File: config.mk
export PLATFORM = sky130hd
export DESIGN_NAME = nlc_ctrl
export DESIGN_NICKNAME = d
export VERILOG_FILES = /design/src/nlc_pkg.sv /design/src/nlc_ctrl.sv
export SDC_FILE = /design/constraint.sdc
export NUM_CORES = 1
export LEC_CHECK = 0
export BUFFER_PORTS_ARGS = -buffer_cell sky130_fd_sc_hd__buf_2
export CAP_MARGIN = 0
export CORE_MARGIN = 2
export CORE_UTILIZATION = 40
export CTS_BUF_LIST = sky130_fd_sc_hd__clkbuf_8 sky130_fd_sc_hd__clkbuf_16
export DETAILED_ROUTE_END_ITERATION = 6
export HOLD_SLACK_MARGIN = 0.03
export SKIP_LAST_GASP = 1
export SYNTH_ARGS = -nofsm -noshare
export SYNTH_HDL_FRONTEND = slang
export SYNTH_SLANG_ARGS = --single-unit
File: constraint.sdc
create_clock -name i_clk -period 3.2 [get_ports i_clk]
set_input_delay 0.16 -clock i_clk [delete_from_list [all_inputs] [get_ports i_clk]]
set_output_delay 0.16 -clock i_clk [all_outputs]
set_load 0.01 [all_outputs]
File: src/nlc_pkg.sv
// Types and constants shared by the normalized Legendre column unit.
package nlc_pkg;

    typedef struct packed {
        logic [5:0]         degree_max;
        logic [5:0]         order;
        logic signed [31:0] arg_x;
    } t_in;

    typedef struct packed {
        logic [5:0]         degree;
        logic signed [31:0] value;
        logic               last;
        logic               bad_args;
    } t_out;

    typedef enum logic [4:0] {
        ST_IDLE, ST_CHECK, ST_ERR, ST_OMX, ST_SLOOP, ST_SM1, ST_SM2, ST_SD,
        ST_T, ST_U, ST_SQ1, ST_SQ2, ST_DEG, ST_A1, ST_A2,
        ST_R1, ST_R2, ST_R3, ST_R4, ST_R5, ST_EMIT
    } t_state;

    typedef enum logic [4:0] {
        OP_NONE, OP_LOAD, OP_ERR, OP_OMX, OP_SM1, OP_SM2, OP_SD,
        OP_T, OP_U, OP_SQ1, OP_SQ2, OP_DEG, OP_A1, OP_A2,
        OP_R1, OP_R2, OP_R3, OP_R4, OP_R5, OP_EMIT
    } t_op;

    typedef enum logic [1:0] {
        U_MUL, U_DIV, U_SQRT
    } t_unit;

    typedef struct packed {
        t_op  op;
        logic go;
    } t_cmd;

    typedef struct packed {
        logic done;
        logic bad;
        logic seed_more;
        logic ll_le_m;
        logic ll_eq_m1;
        logic ll_last;
    } t_stat;

    localparam logic [63:0]  INV4PI_Q30 = 64'd85445659;
    localparam logic [127:0] LIMIT_MAG  = 128'h1_FFFF_FFFF;
    localparam logic [6:0]   LAST_MUL   = 7'd3;
    localparam logic [6:0]   LAST_DIV   = 7'd63;
    localparam logic [6:0]   LAST_SQRT  = 7'd31;

endpackage

File: src/nlc_ctrl.sv
// Sequencer for the normalized Legendre column unit.
module nlc_ctrl import nlc_pkg::*; (
    input  logic  i_clk,
    input  logic  i_rst_n,
    input  logic  i_start,
    input  t_stat i_stat,
    output t_cmd  o_cmd,
    output logic  o_busy
);

    t_state r_state, n_state;
    logic   r_issued;

    always_ff @(posedge i_clk) begin
        if (!i_rst_n) begin
            r_state  <= ST_IDLE;
            r_issued <= 1'b0;
        end else begin
            r_state  <= n_state;
            r_issued <= (n_state == r_state) && (r_state != ST_IDLE);
        end
    end

    always_comb begin
        n_state = r_state;
        case (r_state)
            ST_IDLE:  if (i_start) n_state = ST_CHECK;
            ST_CHECK: n_state = i_stat.bad ? ST_ERR : ST_OMX;
            ST_ERR:   n_state = ST_IDLE;
            ST_OMX:   if (i_stat.done) n_state = ST_SLOOP;
            ST_SLOOP: n_state = i_stat.seed_more ? ST_SM1 : ST_T;
            ST_SM1:   if (i_stat.done) n_state = ST_SM2;
            ST_SM2:   if (i_stat.done) n_state = ST_SD;
            ST_SD:    if (i_stat.done) n_state = ST_SLOOP;
            ST_T:     if (i_stat.done) n_state = ST_U;
            ST_U:     if (i_stat.done) n_state = ST_SQ1;
            ST_SQ1:   if (i_stat.done) n_state = ST_SQ2;
            ST_SQ2:   if (i_stat.done) n_state = ST_DEG;
            ST_DEG: begin
                if (i_stat.ll_le_m)       n_state = ST_EMIT;
                else if (i_stat.ll_eq_m1) n_state = ST_A1;
                else                      n_state = ST_R1;
            end
            ST_A1:    if (i_stat.done) n_state = ST_A2;
            ST_A2:    if (i_stat.done) n_state = ST_EMIT;
            ST_R1:    if (i_stat.done) n_state = ST_R2;
            ST_R2:    if (i_stat.done) n_state = ST_R3;
            ST_R3:    if (i_stat.done) n_state = ST_R4;
            ST_R4:    if (i_stat.done) n_state = ST_R5;
            ST_R5:    if (i_stat.done) n_state = ST_EMIT;
            ST_EMIT:  n_state = i_stat.ll_last ? ST_IDLE : ST_DEG;
            default:  n_state = ST_IDLE;
        endcase
    end

    always_comb begin
        o_busy   = (r_state != ST_IDLE);
        o_cmd.go = (r_state == ST_IDLE) ? i_start : !r_issued;
        case (r_state)
            ST_IDLE: o_cmd.op = OP_LOAD;
            ST_ERR:  o_cmd.op = OP_ERR;
            ST_OMX:  o_cmd.op = OP_OMX;
            ST_SM1:  o_cmd.op = OP_SM1;
            ST_SM2:  o_cmd.op = OP_SM2;
            ST_SD:   o_cmd.op = OP_SD;
            ST_T:    o_cmd.op = OP_T;
            ST_U:    o_cmd.op = OP_U;
            ST_SQ1:  o_cmd.op = OP_SQ1;
            ST_SQ2:  o_cmd.op = OP_SQ2;
            ST_DEG:  o_cmd.op = OP_DEG;
            ST_A1:   o_cmd.op = OP_A1;
            ST_A2:   o_cmd.op = OP_A2;
            ST_R1:   o_cmd.op = OP_R1;
            ST_R2:   o_cmd.op = OP_R2;
            ST_R3:   o_cmd.op = OP_R3;
            ST_R4:   o_cmd.op = OP_R4;
            ST_R5:   o_cmd.op = OP_R5;
            ST_EMIT: o_cmd.op = OP_EMIT;
            default: o_cmd.op = OP_NONE;
        endcase
    end

endmodule

==> metrics.txt, run 1 <==
fin crit share=0.841; Max VDD drop=about 0.22 mV; main combinational cell family by area after synthesis=compound AO/OA/AOI/OAI gates; ANT cells=0; Final Power=between 0.4 and 0.5 mW; CP Cell Sequence=nor2b_1 > a21boi_0 > o21ai_0 > a31oi_1 > inv_1 > ha_1 > ha_1 > inv_1 > mux2i_1 > o21ai_0; I/O pin cnt=16; cell count after synthesis=about 130; WHS=around 0.25 ns; grt met3 use=0.0306; maximum capacitance violations=0; clock skew=between 0.0008 and 0.0009 ns; num rows=17; synthesized area per cell=about 7.8 sq um; outcome=complete, no violations; TritonCTS clock tree=built; Final Critical Period=about 2.7 ns; Routed Antenna Nets=0; Compound-Gate Fraction of Synth Area=0.306; Synth Area in Simple Gates=0.237; CP max FO=18; Post-CTS Resized=0; Crit Path Class=register to register; Data arrival, critical path=~2.8 ns; Port-buffer cells=15; final core occ=0.485; Core Box Area=around 0.0023 sq mm; Final #Nets=roughly 150; Syn-to-layout area delta=11.9%; initial antenna violation count=0; Synth Area in Adders=0.0761; Synth warnings=0; aggregate routed wire length=between 2000 and 2500 um; Clock Path Buffers=2; mux cell area share after synthesis=0.0305; worst path buffer plus inverter count=2; die area=~0.0029 sq mm; H-tree Lvls=1; CP max stage delay=between 0.7 and 0.8 ns; LEAKAGE=0.489 nW; Clock Latency Late Sink=between 0.2 and 0.25 ns; CTS root buf=clkbuf_8; Top Usage Layer GRT=met1; post-synthesis cell type count=47; Final Max Slew Viols=0; ys flop type=dfxtp_1; nature of the critical path endpoint=register; Die X-Extent=between 50 and 60 um; most frequent cells in the layout=buf_2 (15), inv_1 (13), dfxtp_1 (11), nor2_1 (10), nand2_1 (9); Worst EP required=3.33 ns; crit start category=register; GPL Wtd Cong=between 0.8 and 0.9; # clock sinks=11; hold buffer count at cts=0; register bit total from synthesis=11; Die Ht=between 50 and 60 um; Post-synth EDFFs=0; DP Worst Slack=0.551 ns; achievable frequency=371 MHz; Final Setup Violations=0; final worst slack=0.507 ns; RSZ-0062 raised after global routing=no; via-per-instance ratio=slightly below 6; grt ovf=0; GRT met1 Usage=0.263; setup tns final=0 ns; Largest delay share family, worst path=flip-flops; M2 GR Usage=0.251; vias in the first global route=868; pwr dens=~400 mW/mm^2; CP max-delay cell=dfxtp_1; DRC Markers=0; Starting Density=0.433; ratio of cells with drive above 1 in the final layout=0.203; clock transition at the registers of the reported paths=roughly 0.050 ns; vias=between 900 and 1000; Post-Synth XOR/XNOR Area=0.0266; Hold Crit Class=input port to register; net count of the mapped netlist=about 140; drt first pass iters=4; Initial DRC Count=55; register area share after synthesis=0.223; setup bufs post-CTS=0; Final Hold Fails=0; most common cell after layout, fill and taps aside=buf_2; first-pass GRT wire length=roughly 3800 um; async set-reset flop share out of synthesis=0; total CTS buffers=3; Slew HR=0.566; synthesized cell area=986 sq um; Detailed Place HPWL=1700 um; Worst-Margin Slew=between 0.6 and 0.7 ns; Overall Global Routing Usage=0.182; per-cell routed wire length=around 13 um; pin count of the biggest net entering global routing=19
[kinds of logic after synthesis]
group | Yosys count
AND/OR/NAND/NOR | 44
flip-flops | 11
XOR/XNOR | 3
AO/OA/AOI/OAI | 37
multiplexers | 3
buffers and inverters | 23
adder cells (fa/ha/maj) | 6
[Yosys cell counts (2+ instances only)]
cell | number | area [sq um]
and3_1 | 2 | 12.5
xnor2_1 | 2 | 17.5
nand2b_1 | 2 | 12.5
o31ai_1 | 2 | 15.0
o32ai_1 | 2 | 17.5
clkbuf_1 | 4 | 15.0
a211oi_1 | 2 | 15.0
nor3_1 | 7 | 35.0
ha_1 | 6 | 75.1
mux2i_1 | 3 | 30.0
o21ai_0 | 5 | 25.0
nor2b_1 | 4 | 25.0
a31oi_1 | 3 | 18.8
o22ai_1 | 2 | 12.5
buf_2 | 4 | 20.0
and2_1 | 2 | 12.5
o221ai_1 | 2 | 17.5
inv_1 | 13 | 48.8
dfxtp_1 | 11 | 220
a22oi_1 | 2 | 15.0
nor2_1 | 10 | 37.5
a21oi_1 | 4 | 20.0
nand2_1 | 9 | 33.8
[report_power, final]
part | total, mW | internal [mW] | switching [mW]
registers | 0.166 | 0.148 | 0.0180
clock network | 0.146 | 0.0861 | 0.0595
logic | 0.122 | 0.0540 | 0.0683
total | 0.434 | 0.288 | 0.146
[per-layer routing]
metal	up-vias	wire (um)	share of wire
li1	476	-	-
met1	429	1000	0.46
met2	47	957	0.44
met3	9	159	0.073
met4	0	74	0.034
met5	-	0	0
[final cells by class]
| cell class | instances | area (sq um) |
|---|---|---|
| well taps | 28 | 35.0 |
| inverters | 14 | 52.6 |
| flip-flops and latches | 11 | 220 |
| fillers | 213 | 1170 |
| repair buffers | 16 | 82.6 |
| clock inverters | 1 | 5.00 |
| multi-input cells | 93 | 667 |
| clock buffers | 3 | 41.3 |
[state kept, by name, indices dropped and copies added, names as in the netlist]
register	cells
r_state	5
o_cmd	5
r_issued	1
[path summary, 6_finish.rpt]
| path | startpoint | to | slack [ns] | depth (start not counted) |
|---|---|---|---|---|
| worst max-delay path | r_state[1] | o_cmd[3] | 0.51 | 10 |
| worst min-delay path | i_rst_n | r_state[2] | 0.25 | 3 |
| worst min register to register | r_state[4] | r_issued | 0.74 | 3 |
| worst max register to register | r_state[1] | o_cmd[3] | 0.51 | 10 |
[worst register-to-register path: stages, from the launching register on]
cell and delay, ns:
dfxtp_1 0.73, nor2b_1 0.35, a21boi_0 0.20, o21ai_0 0.12, a31oi_1 0.33, inv_1 0.09
ha_1 0.25, ha_1 0.28, inv_1 0.03, mux2i_1 0.10, o21ai_0 0.08
[through the flow]
| step | instances | instance area (sq um) |
|---|---|---|
| floorplan | 127 | 986 |
| global placement | 162 | 1060 |
| detailed placement | 162 | 1060 |
| CTS | 166 | 1100 |
| global route | 166 | 1100 |
| finish | 166 | 1100 |
Note: power is estimated with default switching activity, not from simulation.
==> run 2, diff against run 1 <==
Clock period 3.2 ns to 2.67 ns, I/O delays scaled along.
==> metrics.txt, run 2 (same netlist as run 1, synthesis figures left out) <==
first-pass GRT wire length=3580 um (was 3820 um); reg2reg setup slack=0.19 ns (was 0.51 ns); achievable frequency=403 MHz (was 371 MHz); Filler cells=225 (was 213); clock skew=0.00125 ns (was 0.000872 ns); setup bufs post-CTS=0 (unchanged); Worst R2R Path Depth=11 (was 10); Worst EP required=2.79 ns (was 3.33 ns); crit start category=register (unchanged); Overall Global Routing Usage=0.170 (was 0.182); Hold Startpoint=i_rst_n (unchanged); Max VDD drop=0.347 mV (was 0.218 mV); Die Ht=53.6 um (unchanged); Clock Latency Late Sink=0.23 ns (was 0.24 ns); Post-CTS Resized=0 (unchanged); Initial DRC Count=16 (was 55); Clock Path Buffers=2 (unchanged); Top Layer Used=met3 (was met4); register area=223 sq um (was 220 sq um); Net Sw Frac=0.323 (was 0.336); outcome=complete, no violations (unchanged); aggregate routed wire length=2260 um (was 2190 um); Hold Path Cell Cnt=3 (unchanged); drt first pass iters=4 (unchanged); area of the multi-input gates=672 sq um (was 667 sq um); DRT met1 WL=1100 um (was 1000 um); ANT cells=0 (unchanged); fin crit share=0.928 (was 0.841); Detailed Place HPWL=1800 um (was 1700 um); DRC Markers=0 (unchanged); TritonCTS clock tree=built (unchanged); Slew HR=0.686 (was 0.566); Worst-Margin Slew=0.470 ns (was 0.650 ns); total CTS buffers=3 (unchanged); Final #Nets=158 (was 154); Hold Crit Class=input port to register (unchanged); initial antenna violation count=0 (unchanged); setup tns final=0 ns (unchanged); Data arrival, critical path=2.60 ns (was 2.82 ns); Final Hold Fails=0 (unchanged); Internal=0.354 mW (was 0.288 mW); Routed Antenna Nets=0 (unchanged); most common cell after layout, fill and taps aside=buf_2 (unchanged); nature of the critical path endpoint=register (unchanged); via-per-instance ratio=5.62 (was 5.79); Final Setup Violations=0 (unchanged); CP max FO=12 (was 18); die area=0.00288 sq mm (unchanged); CP startpoint=r_state[2] (was r_state[1]); Final Critical Period=2.48 ns (was 2.69 ns); Syn-to-layout area delta=15.7% (was 11.9%); Net Sw Power=0.169 mW (was 0.146 mW); Starting Density=0.433 (unchanged); clock transition at the registers of the reported paths=0.05 ns (about the same); Port-buffer cells=15 (unchanged); Final Max Slew Viols=0 (unchanged); Die X-Extent=53.6 um (unchanged); GPL Wtd Cong=0.843 (was 0.867); num rows=17 (unchanged); r2r startpoint=r_state[2] (was r_state[1]); pin count of the biggest net entering global routing=17 (was 19); ratio of cells with drive above 1 in the final layout=0.246 (was 0.203); vias=956 (was 961); H-tree Lvls=1 (unchanged); per-cell routed wire length=13.3 um (was 13.2 um); LEAKAGE=0.515 nW (was 0.489 nW); RSZ-0062 raised after global routing=no (unchanged); CTS root buf=clkbuf_8 (unchanged); Core Box Area=0.00228 sq mm (unchanged); maximum capacitance violations=0 (unchanged); # clock sinks=11 (unchanged); WHS=0.241 ns (was 0.251 ns); vias in the first global route=794 (was 868); hold buffer count at cts=0 (unchanged); Reg power frac=0.362 (was 0.383); pwr dens=458 mW/mm^2 (was 393 mW/mm^2); Clk pwr share=0.315 (was 0.336); grt ovf=0 (unchanged); I/O pin cnt=16 (unchanged); Gate power share=0.323 (was 0.282); DR WL met3=105 um (was 159 um); Crit Path Class=register to register (unchanged); most frequent cells in the layout=buf_2 (15), inv_1 (13), nor2_1 (10), nand2_1 (9), dfxtp_1 (9) (was buf_2 (15), inv_1 (13), dfxtp_1 (11), nor2_1 (10), nand2_1 (9)); WL met2=1060 um (was 957 um)
==> run 2: changes by cell type in the layout (fill, tap and decap cells not counted) <==
cell     change
buf_4        +4
dfxtp_1      -2
dfxtp_2      +2
nor3b_1      -1
nor3b_2      +1
==> run 2: cell type report <==
class,instances,share of cell area
clock buffer,3,0.0362
clock inverter,1,0.00439
inverter,14,0.0461
multi-input combinational,93,0.589
sequential,11,0.195
tap,28,0.0307
timing repair buffer,20,0.0987
==> run 2: worst max-delay path, stage by stage (launching register included) <==
cell and delay (ns):
dfxtp_1 0.56, or2_2 0.26, nor2_1 0.06, o31ai_1 0.32
a21oi_1 0.17, nor2_1 0.14, inv_1 0.08, ha_1 0.24
ha_1 0.29, inv_1 0.03, mux2i_1 0.13, o21ai_0 0.08
==> run 2: power groups by stage <==
| stage | Combinational, mW | Clock (mW) | Sequential, mW |
|---|---|---|---|
| after floorplan | 0.120 | 0 | 0.189 |
| after global placement | 0.167 | 0 | 0.192 |
| after detailed placement | 0.168 | 0 | 0.192 |
| after CTS | 0.169 | 0.168 | 0.188 |
| after global routing | 0.185 | 0.186 | 0.191 |
| final | 0.169 | 0.165 | 0.189 |
==> run 2: worst paths after layout <==
kind | to
setup / recovery | o_cmd[3]
hold / removal | r_state[2]
setup reg to reg | o_cmd[3]
hold reg to reg | r_issued
==> run 2: stage by stage <==
step | util | cell area, sq um | setup slack [ns] | power (mW) | instances
floorplan | - | 986 | 0.478 | 0.309 | 127
global placement | 0.478 | 1090 | 0.237 | 0.359 | 166
detailed placement | 0.478 | 1090 | 0.153 | 0.360 | 166
CTS | 0.498 | 1130 | 0.141 | 0.525 | 170
global route | 0.501 | 1140 | 0.0279 | 0.561 | 170
finish | 0.501 | 1140 | 0.191 | 0.523 | 170
==> run 2: metal layers <==
metal / up-vias / track usage
met3: 0 / 0.0333
met4: 0 / 0.0385
li1: 489 / -
met5: - / 0
met1: 445 / 0.237
met2: 22 / 0.270
